--- config.mk ---
export PLATFORM = sky130hd
export DESIGN_NAME = pooled_linked_list_manager
export DESIGN_NICKNAME = d
export VERILOG_FILES = /design/src/pllm_pkg.sv /design/src/pllm_ram.sv /design/src/pooled_linked_list_manager.sv
export VERILOG_INCLUDE_DIRS = /design/src /design/src/src
export SDC_FILE = /design/constraint.sdc
export NUM_CORES = 1
export LEC_CHECK = 0
export BUFFER_PORTS_ARGS = -buffer_cell sky130_fd_sc_hd__buf_2
export CAP_MARGIN = 20
export CORE_ASPECT_RATIO = 1.5
export CORE_MARGIN = 2
export CORE_UTILIZATION = 47
export DETAILED_ROUTE_END_ITERATION = 16
export GPL_TIMING_DRIVEN = 0
export SLEW_MARGIN = 5
export SYNTH_ARGS = -nofsm -noshare
export SYNTH_HDL_FRONTEND = slang
export SYNTH_SLANG_ARGS = --single-unit
--- constraint.sdc ---
create_clock -name clk -period 4.39 [get_ports clk]
set_input_delay 0.439 -clock clk [delete_from_list [all_inputs] [get_ports clk]]
set_output_delay 0.439 -clock clk [all_outputs]
set_load 0.01 [all_outputs]
--- src/pooled_linked_list_manager_macros.svh ---
// Assertion macros shared by the pooled linked-list manager RTL.
// Each macro expects signals named clk and arst_n in the enclosing module.
`ifndef POOLED_LINKED_LIST_MANAGER_MACROS_SVH
`define POOLED_LINKED_LIST_MANAGER_MACROS_SVH

// Same-cycle implication, disabled while reset is asserted.
`define PLLM_ASSERT_IMP(lbl, ante, cons, msg) \
	lbl: assert property (@(posedge clk) disable iff (!arst_n) (ante) |-> (cons)) \
		else $error(msg);

// Next-cycle implication, disabled while reset is asserted.
`define PLLM_ASSERT_NXT(lbl, ante, cons, msg) \
	lbl: assert property (@(posedge clk) disable iff (!arst_n) (ante) |=> (cons)) \
		else $error(msg);

`endif

--- src/pllm_pkg.sv ---
// Package of the pooled linked-list manager: field widths, stream packing,
// opcodes and the result record. No dependencies.
package pllm_pkg;

	localparam int LINK_W = 6;
	localparam logic [LINK_W-1:0] NULL_LINK = '1;

	localparam int OPCODE_W = 3;
	localparam int LIST_ID_W = 2;
	localparam int ITEM_W = 32;
	localparam int COUNT_W = 5;

	localparam int OPCODE_LSB = 0;
	localparam int LIST_ID_LSB = OPCODE_LSB + OPCODE_W;
	localparam int ITEM_LSB = LIST_ID_LSB + LIST_ID_W;

	localparam int IN_TDATA_W = 40;
	localparam int OUT_TDATA_W = 40;

	localparam int DEF_POOL_NODES = 20;
	localparam int DEF_NUM_LISTS = 4;
	localparam int DEF_WORD_BITS = 32;

	typedef enum logic [OPCODE_W-1:0] {
		OP_APPEND = 3'd0,
		OP_FIRST = 3'd1,
		OP_NEXT = 3'd2,
		OP_SIZE = 3'd3,
		OP_CLEAR = 3'd4
	} opcode_t;

	typedef struct packed {
		logic status;
		logic [ITEM_W-1:0] data;
		logic valid;
		logic [COUNT_W-1:0] count;
	} result_t;

endpackage

--- src/pllm_ram.sv ---
// Generic single-write, single-read RAM with a registered read port.
// Read-during-write to the same address returns the old contents. No dependencies.
module pllm_ram #(
	parameter int WIDTH = 32,
	parameter int DEPTH = 20
) (
	input  logic                     clk,
	input  logic                     we,
	input  logic [$clog2(DEPTH)-1:0] waddr,
	input  logic [WIDTH-1:0]         wdata,
	input  logic [$clog2(DEPTH)-1:0] raddr,
	output logic [WIDTH-1:0]         rdata
);

	logic [WIDTH-1:0] mem_q [DEPTH];

	always_ff @(posedge clk) begin
		if (we) begin
			mem_q[waddr] <= wdata;
		end
		rdata <= mem_q[raddr];
	end

endmodule

--- src/pooled_linked_list_manager.sv ---
// Top level of the pooled linked-list manager: list registers, free map and sequencer.
// Depends on pllm_pkg, pllm_ram and pooled_linked_list_manager_macros.svh.
//
// Channel  Dir  Beat contents (lowest bit first)
// s_*      in   tdata: opcode[2:0], list_id[4:3], item_data[36:5], zero pad
// m_*      out  tdata: status[0], out_data[32:1], list_count[37:33], zero pad;
//               tuser: data_valid[0]
//
// Size and failing ops go from dispatch straight to the result; first reads the head's word;
// next reads a link, then its word unless it runs off the tail; append and clear walk the list
// with one link RAM read per node. A beat waits in S_DONE while the previous result waits.
// Reset is asynchronous and marks every node free and every list empty at once.
// A result waits in the output register; the next beat is accepted meanwhile
// and its result is held back until the waiting one is taken.
`include "pooled_linked_list_manager_macros.svh"

module pooled_linked_list_manager #(
	parameter int POOL_NODES = pllm_pkg::DEF_POOL_NODES,
	parameter int NUM_LISTS = pllm_pkg::DEF_NUM_LISTS,
	parameter int WORD_BITS = pllm_pkg::DEF_WORD_BITS
) (
	input  logic                               clk,
	input  logic                               arst_n,
	input  logic                               s_tvalid,
	output logic                               s_tready,
	// opcode, list_id, item_data
	input  logic [pllm_pkg::IN_TDATA_W-1:0]    s_tdata,
	output logic                               m_tvalid,
	input  logic                               m_tready,
	// status, out_data, list_count
	output logic [pllm_pkg::OUT_TDATA_W-1:0]   m_tdata,
	// data_valid
	output logic [0:0]                         m_tuser
);

	localparam int IDX_W = $clog2(POOL_NODES);
	localparam int SIZE_W = $clog2(POOL_NODES + 1);
	localparam int LSEL_W = (NUM_LISTS > 1) ? $clog2(NUM_LISTS) : 1;
	localparam int TOTAL_W = SIZE_W + 4;
	localparam int LW = pllm_pkg::LINK_W;

	typedef enum logic [2:0] {
		S_IDLE,
		S_DISPATCH,
		S_APP_WALK,
		S_NEXT_LINK,
		S_READ_WORD,
		S_CLR_WALK,
		S_DONE
	} state_t;

	state_t state_q;
	logic [pllm_pkg::OPCODE_W-1:0] op_q;
	logic [LSEL_W-1:0] lsel_q;
	logic id_ok_q;
	logic [WORD_BITS-1:0] word_q;

	logic [LW-1:0] head_q [NUM_LISTS];
	logic [LW-1:0] cursor_q [NUM_LISTS];
	logic [SIZE_W-1:0] size_q [NUM_LISTS];
	logic [POOL_NODES-1:0] free_q;
	logic [POOL_NODES-1:0] link_vld_q;

	logic [LW-1:0] t_q;
	logic [LW-1:0] fresh_q;
	logic [SIZE_W-1:0] steps_q;
	logic vld_rd_q;
	pllm_pkg::result_t res_q;
	pllm_pkg::result_t out_q;
	logic out_valid_q;

	logic [LW-1:0] h, cur_raw, cur_sel, lnk_rd, fresh_idx;
	logic h_ok, cur_ok, lnk_ok, pool_full, walk_more, clr_more;
	logic [SIZE_W-1:0] sz, sz_inc;
	logic [POOL_NODES-1:0] iso;
	logic [TOTAL_W-1:0] size_total;

	logic link_we;
	logic [IDX_W-1:0] link_waddr, link_raddr;
	logic [LW-1:0] link_wdata, link_rdata;
	logic word_we;
	logic [IDX_W-1:0] word_waddr, word_raddr;
	logic [WORD_BITS-1:0] word_rdata;

	pllm_ram #(
		.WIDTH(LW),
		.DEPTH(POOL_NODES)
	) u_link_ram (
		.clk(clk),
		.we(link_we),
		.waddr(link_waddr),
		.wdata(link_wdata),
		.raddr(link_raddr),
		.rdata(link_rdata)
	);

	pllm_ram #(
		.WIDTH(WORD_BITS),
		.DEPTH(POOL_NODES)
	) u_word_ram (
		.clk(clk),
		.we(word_we),
		.waddr(word_waddr),
		.wdata(word_q),
		.raddr(word_raddr),
		.rdata(word_rdata)
	);

	always_comb begin
		h = id_ok_q ? head_q[lsel_q] : pllm_pkg::NULL_LINK;
		cur_raw = id_ok_q ? cursor_q[lsel_q] : pllm_pkg::NULL_LINK;
		sz = id_ok_q ? size_q[lsel_q] : '0;
		sz_inc = SIZE_W'(sz + 1'b1);
		h_ok = int'(h) < POOL_NODES;
		cur_ok = int'(cur_raw) < POOL_NODES;
		cur_sel = cur_ok ? cur_raw : h;
		lnk_rd = vld_rd_q ? link_rdata : pllm_pkg::NULL_LINK;
		lnk_ok = int'(lnk_rd) < POOL_NODES;
		walk_more = (int'(steps_q) < POOL_NODES) && lnk_ok;
		clr_more = (int'(steps_q) + 1 < POOL_NODES) && lnk_ok;
		pool_full = (free_q == '0);
	end

	// Lowest free node: isolate the lowest set bit, then encode the one-hot word.
	always_comb begin
		iso = free_q & (~free_q + POOL_NODES'(1));
		fresh_idx = '0;
		for (int i = 0; i < POOL_NODES; i++) begin
			for (int b = 0; b < LW; b++) begin
				if (((i >> b) & 1) == 1) begin
					fresh_idx[b] = fresh_idx[b] | iso[i];
				end
			end
		end
	end

	always_comb begin
		size_total = '0;
		for (int l = 0; l < NUM_LISTS; l++) begin
			size_total = size_total + TOTAL_W'(size_q[l]);
		end
	end

	always_comb begin
		link_we = 1'b0;
		link_waddr = '0;
		link_wdata = pllm_pkg::NULL_LINK;
		link_raddr = '0;
		word_we = 1'b0;
		word_waddr = '0;
		word_raddr = '0;
		unique case (state_q)
			S_DISPATCH: begin
				if (id_ok_q) begin
					unique case (op_q)
						pllm_pkg::OP_APPEND: begin
							if (!pool_full) begin
								word_we = 1'b1;
								word_waddr = fresh_idx[IDX_W-1:0];
								link_we = 1'b1;
								link_waddr = fresh_idx[IDX_W-1:0];
								if (h_ok) begin
									link_raddr = h[IDX_W-1:0];
								end
							end
						end
						pllm_pkg::OP_FIRST: begin
							if (h_ok) begin
								word_raddr = h[IDX_W-1:0];
							end
						end
						pllm_pkg::OP_NEXT: begin
							if (h_ok) begin
								link_raddr = cur_sel[IDX_W-1:0];
							end
						end
						pllm_pkg::OP_CLEAR: begin
							if (h_ok) begin
								link_raddr = h[IDX_W-1:0];
							end
						end
						default: begin
						end
					endcase
				end
			end
			S_APP_WALK: begin
				if (walk_more) begin
					link_raddr = lnk_rd[IDX_W-1:0];
				end else begin
					link_we = 1'b1;
					link_waddr = t_q[IDX_W-1:0];
					link_wdata = fresh_q;
				end
			end
			S_NEXT_LINK: begin
				if (lnk_ok) begin
					word_raddr = lnk_rd[IDX_W-1:0];
				end
			end
			S_CLR_WALK: begin
				link_we = 1'b1;
				link_waddr = t_q[IDX_W-1:0];
				if (clr_more) begin
					link_raddr = lnk_rd[IDX_W-1:0];
				end
			end
			default: begin
			end
		endcase
	end

	always_ff @(posedge clk or negedge arst_n) begin
		if (!arst_n) begin
			state_q <= S_IDLE;
			out_valid_q <= 1'b0;
			free_q <= '1;
			link_vld_q <= '0;
			vld_rd_q <= 1'b0;
			id_ok_q <= 1'b0;
			for (int l = 0; l < NUM_LISTS; l++) begin
				head_q[l] <= pllm_pkg::NULL_LINK;
				cursor_q[l] <= pllm_pkg::NULL_LINK;
				size_q[l] <= '0;
			end
		end else begin
			if (out_valid_q && m_tready && (state_q != S_DONE)) begin
				out_valid_q <= 1'b0;
			end
			if (link_we) begin
				link_vld_q[link_waddr] <= 1'b1;
			end
			vld_rd_q <= link_vld_q[link_raddr];
			unique case (state_q)
				S_IDLE: begin
					if (s_tvalid) begin
						op_q <= s_tdata[pllm_pkg::OPCODE_LSB +: pllm_pkg::OPCODE_W];
						lsel_q <= LSEL_W'(s_tdata[pllm_pkg::LIST_ID_LSB +: pllm_pkg::LIST_ID_W]);
						id_ok_q <= int'(s_tdata[pllm_pkg::LIST_ID_LSB +: pllm_pkg::LIST_ID_W])
							< NUM_LISTS;
						word_q <= WORD_BITS'(s_tdata[pllm_pkg::ITEM_LSB +: pllm_pkg::ITEM_W]);
						state_q <= S_DISPATCH;
					end
				end
				S_DISPATCH: begin
					res_q.status <= 1'b1;
					res_q.data <= '0;
					res_q.valid <= 1'b0;
					res_q.count <= pllm_pkg::COUNT_W'(sz);
					state_q <= S_DONE;
					if (id_ok_q) begin
						unique case (op_q)
							pllm_pkg::OP_APPEND: begin
								if (!pool_full) begin
									free_q[fresh_idx[IDX_W-1:0]] <= 1'b0;
									fresh_q <= fresh_idx;
									if (h_ok) begin
										t_q <= h;
										steps_q <= '0;
										state_q <= S_APP_WALK;
									end else begin
										head_q[lsel_q] <= fresh_idx;
										size_q[lsel_q] <= sz_inc;
										res_q.status <= 1'b0;
										res_q.count <= pllm_pkg::COUNT_W'(sz_inc);
									end
								end
							end
							pllm_pkg::OP_FIRST: begin
								if (h_ok) begin
									cursor_q[lsel_q] <= h;
									state_q <= S_READ_WORD;
								end
							end
							pllm_pkg::OP_NEXT: begin
								if (h_ok) begin
									state_q <= S_NEXT_LINK;
								end
							end
							pllm_pkg::OP_SIZE: begin
								res_q.status <= 1'b0;
							end
							pllm_pkg::OP_CLEAR: begin
								head_q[lsel_q] <= pllm_pkg::NULL_LINK;
								cursor_q[lsel_q] <= pllm_pkg::NULL_LINK;
								size_q[lsel_q] <= '0;
								res_q.status <= 1'b0;
								res_q.count <= '0;
								if (h_ok) begin
									t_q <= h;
									steps_q <= '0;
									state_q <= S_CLR_WALK;
								end
							end
							default: begin
							end
						endcase
					end
				end
				S_APP_WALK: begin
					if (walk_more) begin
						t_q <= lnk_rd;
						steps_q <= SIZE_W'(steps_q + 1'b1);
					end else begin
						size_q[lsel_q] <= sz_inc;
						res_q.status <= 1'b0;
						res_q.count <= pllm_pkg::COUNT_W'(sz_inc);
						state_q <= S_DONE;
					end
				end
				S_NEXT_LINK: begin
					if (lnk_ok) begin
						cursor_q[lsel_q] <= lnk_rd;
						state_q <= S_READ_WORD;
					end else begin
						cursor_q[lsel_q] <= pllm_pkg::NULL_LINK;
						state_q <= S_DONE;
					end
				end
				S_READ_WORD: begin
					res_q.status <= 1'b0;
					res_q.data <= pllm_pkg::ITEM_W'(word_rdata);
					res_q.valid <= 1'b1;
					state_q <= S_DONE;
				end
				S_CLR_WALK: begin
					free_q[t_q[IDX_W-1:0]] <= 1'b1;
					if (clr_more) begin
						t_q <= lnk_rd;
						steps_q <= SIZE_W'(steps_q + 1'b1);
					end else begin
						state_q <= S_DONE;
					end
				end
				S_DONE: begin
					if (!out_valid_q || m_tready) begin
						out_q <= res_q;
						out_valid_q <= 1'b1;
						state_q <= S_IDLE;
					end
				end
				default: begin
					state_q <= S_IDLE;
				end
			endcase
		end
	end

	assign s_tready = (state_q == S_IDLE);
	assign m_tvalid = out_valid_q;
	assign m_tdata = {{(pllm_pkg::OUT_TDATA_W - pllm_pkg::COUNT_W - pllm_pkg::ITEM_W - 1){1'b0}},
		out_q.count, out_q.data, out_q.status};
	assign m_tuser = out_q.valid;

	`PLLM_ASSERT_NXT(a_one_beat_at_a_time, s_tvalid && s_tready, !s_tready, "second beat accepted during an operation")
	`PLLM_ASSERT_IMP(a_pool_conserved, state_q == S_IDLE, (TOTAL_W'($countones(free_q)) + size_total) == TOTAL_W'(POOL_NODES), "free nodes and list sizes do not add up to the pool")
	`PLLM_ASSERT_IMP(a_data_means_ok, m_tvalid && m_tuser[0], !m_tdata[0], "element returned with a failing status")
	`PLLM_ASSERT_IMP(a_head_matches_size, (state_q == S_DISPATCH) && id_ok_q, h_ok == (sz != '0), "list head and list size disagree")

endmodule

== Yosys cells after proc, flatten, opt, wreduce, memory -nomap -nowiden ==
Memory sizes are Yosys's and may differ from the RTL's. A register that Yosys moved wholly into a read port is not among the register bits.
Cells that the tools add are included.
Word-level totals
  memories kept: 2
  RAM bits: 760
  bits of input ports: 44
  register bits: 245
Operators by class
  reduce and logical (&&, ||, !) cells: 34
  magnitude comparators: 14
  equal/unequal tests: 27
  mux-type cells: 121
  add/sub/neg operators: 4
  bitwise operators: 47
Memory list
  u_word_ram.mem_q: depth 20, width 32, read ports 1, clocked after Yosys merged registers in 1, write ports 1, RTL line pllm_ram.sv:15  | logic [WIDTH-1:0] mem_q [DEPTH];
  u_link_ram.mem_q: depth 20, width 6, read ports 1, clocked after Yosys merged registers in 1, write ports 1, RTL line pllm_ram.sv:15
Operators with widths (number)
  24-bit case mux with 2 select lines: 3
  20-bit two-way mux: 7
  5-bit two-way mux: 28
  24-bit two-way mux: 5
  20-bit case mux with 2 select lines: 3
  6-bit two-way mux: 15
  24-bit bitwise mux: 3
  33-bit case mux with 2 select lines: 1
  20-bit bitwise AND: 3
  20-bit inverter: 3
  5-bit case mux with 3 select lines: 4
  24-bit OR: 2
  20-bit OR: 2
  5-bit case mux with 2 select lines: 4
  1-bit OR: 35
  6-bit binary-select mux with 2-bit select: 2
  5-bit by 6-bit less-than comparator with 1-bit output, second input constant: 4
  6-bit by 5-bit less-than comparator with 1-bit output, second input constant: 4
  3-bit two-way mux: 8
  3-bit case mux with 7 select lines: 1
  20-bit by 1-bit adder with 20-bit output, second input constant: 1
  20-bit bitwise mux: 1
  20-bit logical NOT: 1
  1-bit two-way mux: 20
  other kinds (39): 87

== Logic depth before layout (Yosys ltp) ==
Gate-level depths: netlist of the first run.
  word-level depth: 22
  depth in mapped cells: 14
  depth with buffers taken out: 10

== By module ==
A second synthesis of the first run with hierarchy kept.
Unflattened totals
  cell total of the unflattened synthesis: 2523
  area total of the unflattened synthesis: 41492.3 um^2
Modules (own cells, without submodules)
  pllm_ram at u_word_ram: cells an instance 1362, seq. area each 19859.0 um^2, times used 1, area each 25459.4 um^2
  pooled_linked_list_manager: cells an instance 909, seq. area each 6841.6 um^2, times used 1, area each 11140.7 um^2
  pllm_ram at u_link_ram: cells an instance 252, seq. area each 3723.6 um^2, times used 1, area each 4892.2 um^2

== Worst setup path after synthesis of the first run ==
Ideal clock, no wire load.
  path kind: reg2reg
  from: register free_q[8]
  to: memory u_word_ram.mem_q[3][0] (enable)
  arrival time: 3256 ps
  library setup time: 423 ps
  stages on the path, launching flop included: 8
  clock period less this slack: 3678 ps
  path slack: 712 ps
  path buffers: 0
  cells stage by stage: dfstp_2 -> or4_1 -> nor3_1 -> a2111oi_0 -> o32ai_1 -> and2_1 -> nand2_1 -> nor2_1
Between the ends
  elaborated cells between the ends (all ways): 40
  those cells by class: add/sub (1); mux (10); bitwise (28); reduce/logical (1)
RTL lines
  start: declaration: RTL line pooled_linked_list_manager.sv:61  | logic [POOL_NODES-1:0] free_q;
  start signal: assignment: RTL line pooled_linked_list_manager.sv:217  | free_q <= '1;
  start signal: indexed assignment: RTL line pooled_linked_list_manager.sv:255  | free_q[fresh_idx[IDX_W-1:0]] <= 1'b0;
  start signal: indexed assignment: RTL line pooled_linked_list_manager.sv:327  | free_q[t_q[IDX_W-1:0]] <= 1'b1;
  20-bit inverter (*): RTL line pooled_linked_list_manager.sv:126  | iso = free_q & (~free_q + POOL_NODES'(1));
  20-bit by 1-bit adder with 20-bit output (*): RTL line pooled_linked_list_manager.sv:126
  20-bit bitwise AND (*): RTL line pooled_linked_list_manager.sv:126
  1-bit OR (5 in series): RTL line pooled_linked_list_manager.sv:131  | fresh_idx[b] = fresh_idx[b] | iso[i];
  1-bit OR (*): RTL line pooled_linked_list_manager.sv:131
  named net fresh_idx[1]: RTL line pooled_linked_list_manager.sv:72  | logic [LW-1:0] h, cur_raw, cur_sel, lnk_rd, fresh_idx;
  5-bit two-way mux (*): RTL line pooled_linked_list_manager.sv:157  | if (!pool_full) begin
  5-bit two-way mux (*): RTL line pooled_linked_list_manager.sv:155  | unique case (op_q)
  5-bit two-way mux (*): RTL line pooled_linked_list_manager.sv:154  | if (id_ok_q) begin
  5-bit two-way mux (*): RTL line pooled_linked_list_manager.sv:152  | unique case (state_q)
  end: declaration: RTL line pllm_ram.sv:15
The timed path passes the listed nets; every way through them passes the cells marked *.

== Worst setup path after layout of the first run ==
  from: register lsel_q[1]
  to: register u_word_ram.rdata[10], read port of u_word_ram.mem_q
Between the ends
  word-level cells in the longest chain between the ends: 10
RTL lines
  start: declaration: RTL line pooled_linked_list_manager.sv:54  | logic [LSEL_W-1:0] lsel_q;
  start signal: assignment: RTL line pooled_linked_list_manager.sv:238  | lsel_q <= LSEL_W'(s_tdata[pllm_pkg::LIST_ID_LSB +: pllm_pkg::LIST_ID_W]);
  2-bit inverter with 3-bit output (implied by the code) (*): RTL line pooled_linked_list_manager.sv:110  | h = id_ok_q ? head_q[lsel_q] : pllm_pkg::NULL_LINK;
  6-bit binary-select mux with 2-bit select (*): RTL line pooled_linked_list_manager.sv:110
  6-bit two-way mux (implied by the code) (*) (2 in series): RTL line pooled_linked_list_manager.sv:110
  6-bit two-way mux (*): RTL line pooled_linked_list_manager.sv:110
  6-bit by 5-bit less-than comparator with 1-bit output: RTL line pooled_linked_list_manager.sv:114  | h_ok = int'(h) < POOL_NODES;
  5-bit two-way mux (*): RTL line pooled_linked_list_manager.sv:168  | if (h_ok) begin
  5-bit two-way mux (*): RTL line pooled_linked_list_manager.sv:155
  5-bit two-way mux (*): RTL line pooled_linked_list_manager.sv:154
  5-bit case mux with 2 select lines (*): RTL line pooled_linked_list_manager.sv:152
  end: declaration: RTL line pllm_ram.sv:12  | output logic [WIDTH-1:0] rdata
Mark *: on every way between the ends. The rest lies on a longest branch, timed or not. The select of a mux whose other input is x is not followed.
A chain may end at the register's enable or synchronous reset.

==> impl_results.md, run 1 <==
* Run status: finished clean
* Die area at 90200 µm²
* Cell count after synthesis at 3090
* Detail Route Antenna Nets at 0
* Synth-to-layout area growth at 15.8%
* Share of the synthesized area in the top cell type at 64.8%
* Met3 GRT Util at 3.65%
* Clock skew at 0.0299 ns
* Slew margin rel. at 20.6%
* Mux contribution to synthesized area at 3.32%
* First-pass GRT wire length at 173000 µm
* Ant diodes at 0
* Via Count at 26700
* Synth Area in Compound Gates at 7.82%
* Crit path kind: reg2reg
* Hold violation count in the final report at 0
* Num ports at 87
* Setup TNS at 0 ns
* Min-delay worst type: in2reg
* Max_cap viols at 0
* Worst vdd ir at 424 µV
* Cell area power density at 517 nW/µm²
* I/O Buffers at 81
* Cell taking the most area after synthesis: edfxtp_1
* Met2 usage at 47.0%
* Final HPWL DP at 80900 µm
* Wire per inst at 25.8 µm
* Largest family of logic cells by synthesized area: simple AND/OR/NAND/NOR gates
* Gr ovfl total at 0
* Highest Clock Rate at 233 MHz
* DRT Pass-1 Iters at 7
* Htree depth at 3
* GRT Overall Usage at 26.3%
* Yosys warnings at 0
* Post-route cell area at 47800 µm²
* CTS tree: done
* Deepest clock path buffer count at 3
* Met1 global-route usage at 30.5%
* Final min period at 4.28 ns
* Worst slew pin tran at 1.19 ns
* Layout cells sized above 1 at 14.9%
* # clock sinks at 1042
* Reg clk slew, reported paths at 0.06 ns
* CP Max Fanout at 10
* Post-synthesis cell area at 41300 µm²
* Drt total wl at 118000 µm
* Max-slew violations at 0
* Crit path DAT at 4.81 ns
* Site row count at 133
* Seq/Total Area, Yosys at 73.7%
* LEAKAGE at 16.8 nW
* Initial Utilization at 47.2%
* Core Box Area at 87400 µm²
* Critical Path End Type: flip-flop
* Placement Cell Area at 43900 µm²
* Xor/xnor cell area share of the yosys netlist at 0.149%
* Fillers at 7128
* Post-route clock period utilization at 97.6%
* DRC Markers at 0
* Synth Area in Simple Gates at 13.1%
* Gp weighted congestion at 0.923
* Most frequent cells in the layout: edfxtp_1 (890), nand2_1 (761), a21oi_1 (120), clkbuf_1 (118)
* Req. time, crit path at 4.92 ns
* Die X at 246 µm
* Tot Pwr at 24.7 mW
* Via density at 5.83
* Worst-Skew Late Latency at 0.70 ns
* Yosys reg bits at 1042
* Yosys cell types at 78
* Top FF cell, synth: edfxtp_1
* Post-synth EDFFs at 890
* Syn Area/Cell at 13.4 µm²
* Final setup violating endpoints at 0
* Number of CTS-inserted buffers at 98
* Die Ht at 367 µm
* Most used routing layer: met2
* Nets@finish at 3391
* Post-route core utilization at 54.7%
* Fraction of the mapped netlist area in adder cells at 0.0606%
* Clock root buffer: clkbuf_16
* 1st-iter DRT viols at 2622
* Synth async-reset ratio at 10.9%
* Commonest non-fill, non-tap cell in the layout: edfxtp_1
* Nature of the critical path startpoint: flip-flop
* Main area contributors after synthesis: edfxtp_1 (65%), nand2_1 (6.9%), dfstp_2 (4.3%), dfrtp_1 (2.8%), dfxtp_1 (1.8%)
* Vias in the first global route at 27100
* Initial antenna violation count at 2
* Largest net degree at the start of global routing at 63
* RSZ-0062 raised after global routing: true
cells by family after synthesis:
kind of cell,count (synthesis)
muxes,114
and+or+nand+nor,1235
AOI/OAI and AO/OA,501
xor gates and xnor gates,7
adders and majority gates,2
DFF,1042
other,1
buffers and inverters,188
cells in the mapped netlist, types with 14 or more instances:
master and instances:
dfrtp_1 46, o21ai_0 108, a21oi_1 122, mux2i_1 48, nor3_1 32, a31oi_1 70, o21bai_1 21, a311oi_1 65
dfstp_2 68, nor2_1 131, nand3_1 88, nand2b_1 22, nor2b_1 14, dfxtp_1 38, edfxtp_1 890, and2_1 44
nand2_1 761, inv_1 17, clkbuf_1 127, buf_2 27, and3_1 103, mux2_2 50, o211ai_1 37
stage by stage:
stage               setup slack, ns  hold WS (ns)  std cells
detailed placement           -0.667         0.405       4349
floorplan                     0.712         0.143       3091
global placement              -2.01         0.402       4319
global route                -0.0437        0.0412       4576
CTS                          0.0118       0.00931       4572
finish                        0.107        0.0465       4576
area by class of cell:
type	count	area, µm²	share of cell area [%]
Sequential cell	1042	30400	63.7
Multi-Input combinational cell	1861	10300	21.6
Clock buffer	126	2720	5.70
Timing Repair Buffer	155	1490	3.11
Tap cell	1147	1440	3.00
Buffer	169	729	1.53
Clock inverter	58	591	1.24
Inverter	17	67.6	0.141
Timing Repair inverter	1	5.00	0.0105
per-layer routing:
layer	wire length (µm)	vias up
met4	6220	0
met3	7540	299
met1	42900	13300
li1	-	11900
met2	61600	1156
met5	0	-
registers in the layout, summed over array words and instances (netlist names), 6 cells and up:
register          count
u_word_ram.mem_q    640
u_link_ram.mem_q    120
res_q                39
m_tdata              38
u_word_ram.rdata     32
word_q               32
cursor_q             24
head_q               24
free_q               20
link_vld_q           20
size_q               20
u_link_ram.rdata      6
critical path, stage by stage, from the launching register on:
cell	delay, ns
edfxtp_1	0.45
clkbuf_4	0.25
mux2_1	0.28
o22a_1	0.28
o21a_1	0.24
nor4_4	0.10
a21oi_1	0.47
clkbuf_1	0.58
buf_1	0.65
a311oi_1	0.19
o21ai_0	0.44
nand3_1	0.19
timing repair:
action,4_1_cts,5_1_grt
endpoints found under the setup margin,34,129
pin swaps,1,0
resized for setup,23,36
buffers inserted,1,2
cloned,0,1
hold endpoints to repair,78,0
hold buffers,39,0
path summary, 6_finish.rpt:
check / from / end / slack [ns] / cells past startpoint
worst min-delay path: s_tvalid / id_ok_q / 0.05 / 2
max in group asynchronous: arst_n / free_q[14] / 3.35 / 3
worst max register to register: lsel_q[1] / u_word_ram.rdata[10] / 0.11 / 11
worst max-delay path: lsel_q[1] / u_word_ram.rdata[10] / 0.11 / 11
worst min register to register: res_q[26] / m_tdata[21] / 0.41 / 0
min in group asynchronous: arst_n / size_q[10] / 0.30 / 2
power by group:
part	switching (mW)	leakage [nW]	internal (mW)
logic	2.70	5.51	1.14
registers	0.432	9.60	11.7
clock network	3.71	1.65	5.00
Power figures use the tool's default switching activity.
==> run 2: changes to the inputs <==
CORE_UTILIZATION = 60   (was 47)
PLACE_DENSITY_LB_ADDON = 0.12   (was unset)
==> impl_results.md, run 2 (same netlist as run 1, synthesis figures left out) <==
* Run status: finished clean
* Slew margin rel. at 32.1% (+12 points)
* Crit path max-delay family: compound AO/OA/AOI/OAI gates
* Cell breakdown of the critical path: buf_4 > nand2b_1 > o22a_1 > o21a_1 > nor4_4 > a21oi_1 > clkbuf_2 > clkbuf_1 > a311oi_1 > o21ai_0 > nand3_1
* Highest routed layer: met5
* Die area at 70900 µm² (-21%)
* Wire length on met1 at 40200 µm (-6.3%)
* Commonest non-fill, non-tap cell in the layout: edfxtp_1
* Vias in the first global route at 27700 (+2.1%)
* Gr ovfl total at 0 (unchanged)
* Gp weighted congestion at 0.927 (+0.37%)
* Dpl cells at 4093 (-5.9%)
* Setup TNS at 0 ns (unchanged)
* RSZ-0062 raised after global routing: false
* Tot Pwr at 23.8 mW (-3.6%)
* Buf/Inv on CP at 3 (unchanged)
* Post-route core utilization at 69.2% (+15 points)
* Max-slew violations at 0 (unchanged)
* Core Box Area at 67900 µm² (-22%)
* Site row count at 117 (-12%)
* I/O Buffers at 81 (unchanged)
* CP Max Fanout at 10 (unchanged)
* Worst slew pin tran at 0.992 ns (-0.199 ns)
* Drt total wl at 116000 µm (-2.0%)
* Cell area power density at 507 nW/µm² (-2.1%)
* Biggest register: u_word_ram.mem_q
* Hold violation count in the final report at 0 (unchanged)
* Number of CTS-inserted buffers at 93 (-5.1%)
* Final HPWL DP at 78400 µm (-3.0%)
* Wire per inst at 26.9 µm (+4.2%)
* Place WS at -0.786 ns (-0.119 ns)
* Initial Utilization at 60.8% (+14 points)
* Die Ht at 325 µm (-11%)
* Nature of the critical path startpoint: flip-flop
* Num ports at 87 (unchanged)
* Synth-to-layout area growth at 14.0%
* Post-route cell area at 47000 µm² (-1.6%)
* CP max-delay cell: clkbuf_1
* Most frequent cells in the layout: edfxtp_1 (890), nand2_1 (761), a21oi_1 (120), nor2_1 (110), clkbuf_1 (109)
* # clock sinks at 1042 (unchanged)
* Via Count at 27100 (+1.6%)
* Initial antenna violation count at 1 (-1)
* Setup ws final at 0.0163 ns (-0.0906 ns)
* Max_cap viols at 0 (unchanged)
* Nets@finish at 3382 (-0.27%)
* LEAKAGE at 16.5 nW (-1.4%)
* Hold_ws at 0.126 ns (+0.0795 ns)
* Max reg flops at 640 (unchanged)
* Worst vdd ir at 449 µV (+5.8%)
* Critical Path End Type: flip-flop
* Die X at 218 µm (-11%)
* Clock skew at 0.0213 ns (-0.00860 ns)
* Layout cells sized above 1 at 14.3% (-0.53 points)
* 1st-iter DRT viols at 3022 (+15%)
* Reg clk slew, reported paths at 0.07 ns (about the same)
* Detail Route Antenna Nets at 0 (unchanged)
* DRT Pass-1 Iters at 6 (-1)
* Crit path kind: reg2reg
* Final min period at 4.37 ns (+0.0906 ns)
* Crit path DAT at 4.87 ns (+0.06 ns)
* Highest Clock Rate at 229 MHz (-2.1%)
* WL met3 at 9000 µm (+19%)
* CTS tree: done
* GRT Overall Usage at 32.8% (+6.5 points)
* First-pass GRT wire length at 169000 µm (-2.3%)
* Min-delay worst type: in2reg
* Met2 wire length at 58200 µm (-5.5%)
* Setup bufs post-CTS at 0 (-1)
* DRC Markers at 0 (unchanged)
* Final setup violating endpoints at 0 (unchanged)
* Largest net degree at the start of global routing at 91 (+44%)
* Deepest clock path buffer count at 3 (unchanged)
* CP peak stage delay at 0.61 ns (-0.04 ns)
* Post-Layout Cell Count at 4303 (-6.0%)
* Req. time, crit path at 4.89 ns (-0.03 ns)
* Worst-Skew Late Latency at 0.68 ns (-0.02 ns)
* Post-route clock period utilization at 99.6% (+2.1 points)
* Biggest regs: u_word_ram.mem_q x640, u_link_ram.mem_q x120, res_q x39
* Htree depth at 3 (unchanged)
* Via density at 6.30 (+8.0%)
* Clock root buffer: clkbuf_16
* Placement Cell Area at 43600 µm² (-0.72%)
-- run 2: changes by cell type in the layout (fill, tap and decap cells not counted), sizes merged --
cell	before	now
buf	157	154
bufinv	10	3
clkbuf	254	245
clkinv	38	41
clkinvlp	3	7
diode	0	1
dlygate4sd3	39	37
inv	25	20
-- run 2: report_power, final --
part | leakage [nW] | internal (mW) | switching, mW | total (mW)
registers | 9.60 | 11.7 | 0.463 | 12.2
logic | 5.53 | 1.13 | 2.72 | 3.85
clock network | 1.39 | 4.20 | 3.57 | 7.77
-- run 2: routing by layer --
layer | global-route usage (%) | vias to the layer above
met2 | 55.9 | 1512
met4 | 22.4 | 2
li1 | - | 11900
met3 | 4.45 | 429
met1 | 38.6 | 13300
met5 | 0 | -
-- run 2: area by class of cell --
cell class	count	area, µm²
diodes	1	2.50
fillers	4671	20900
inverters	17	67.6
flip-flops and latches	1042	30400
multi-input cells	1861	10400
plain buffers	171	757
repair buffers	149	1450
clock buffers	116	2490
well taps	892	1120
repair inverters	1	5.00
clock inverters	53	362
-- run 2: final timing paths --
path,depth (start not counted),from,slack [ns],to
max reg2reg,11,lsel_q[0],0.02,u_word_ram.rdata[8]
min in group asynchronous,2,arst_n,0.24,link_vld_q[7]
max in group asynchronous,3,arst_n,3.35,cursor_q[15]
min reg2reg,0,res_q[6],0.42,m_tdata[1]
max,11,lsel_q[0],0.02,u_word_ram.rdata[8]
min,1,s_tdata[4],0.13,lsel_q[1]
-- run 2: repair_timing --
action                                  in CTS  in global routing
endpoints found under the setup margin      39                 87
endpoints found under the hold margin       66                  0
pin swaps                                    0                  0
hold buffers                                37                  0
cloned                                       0                  1
gates resized for setup                     38                 36
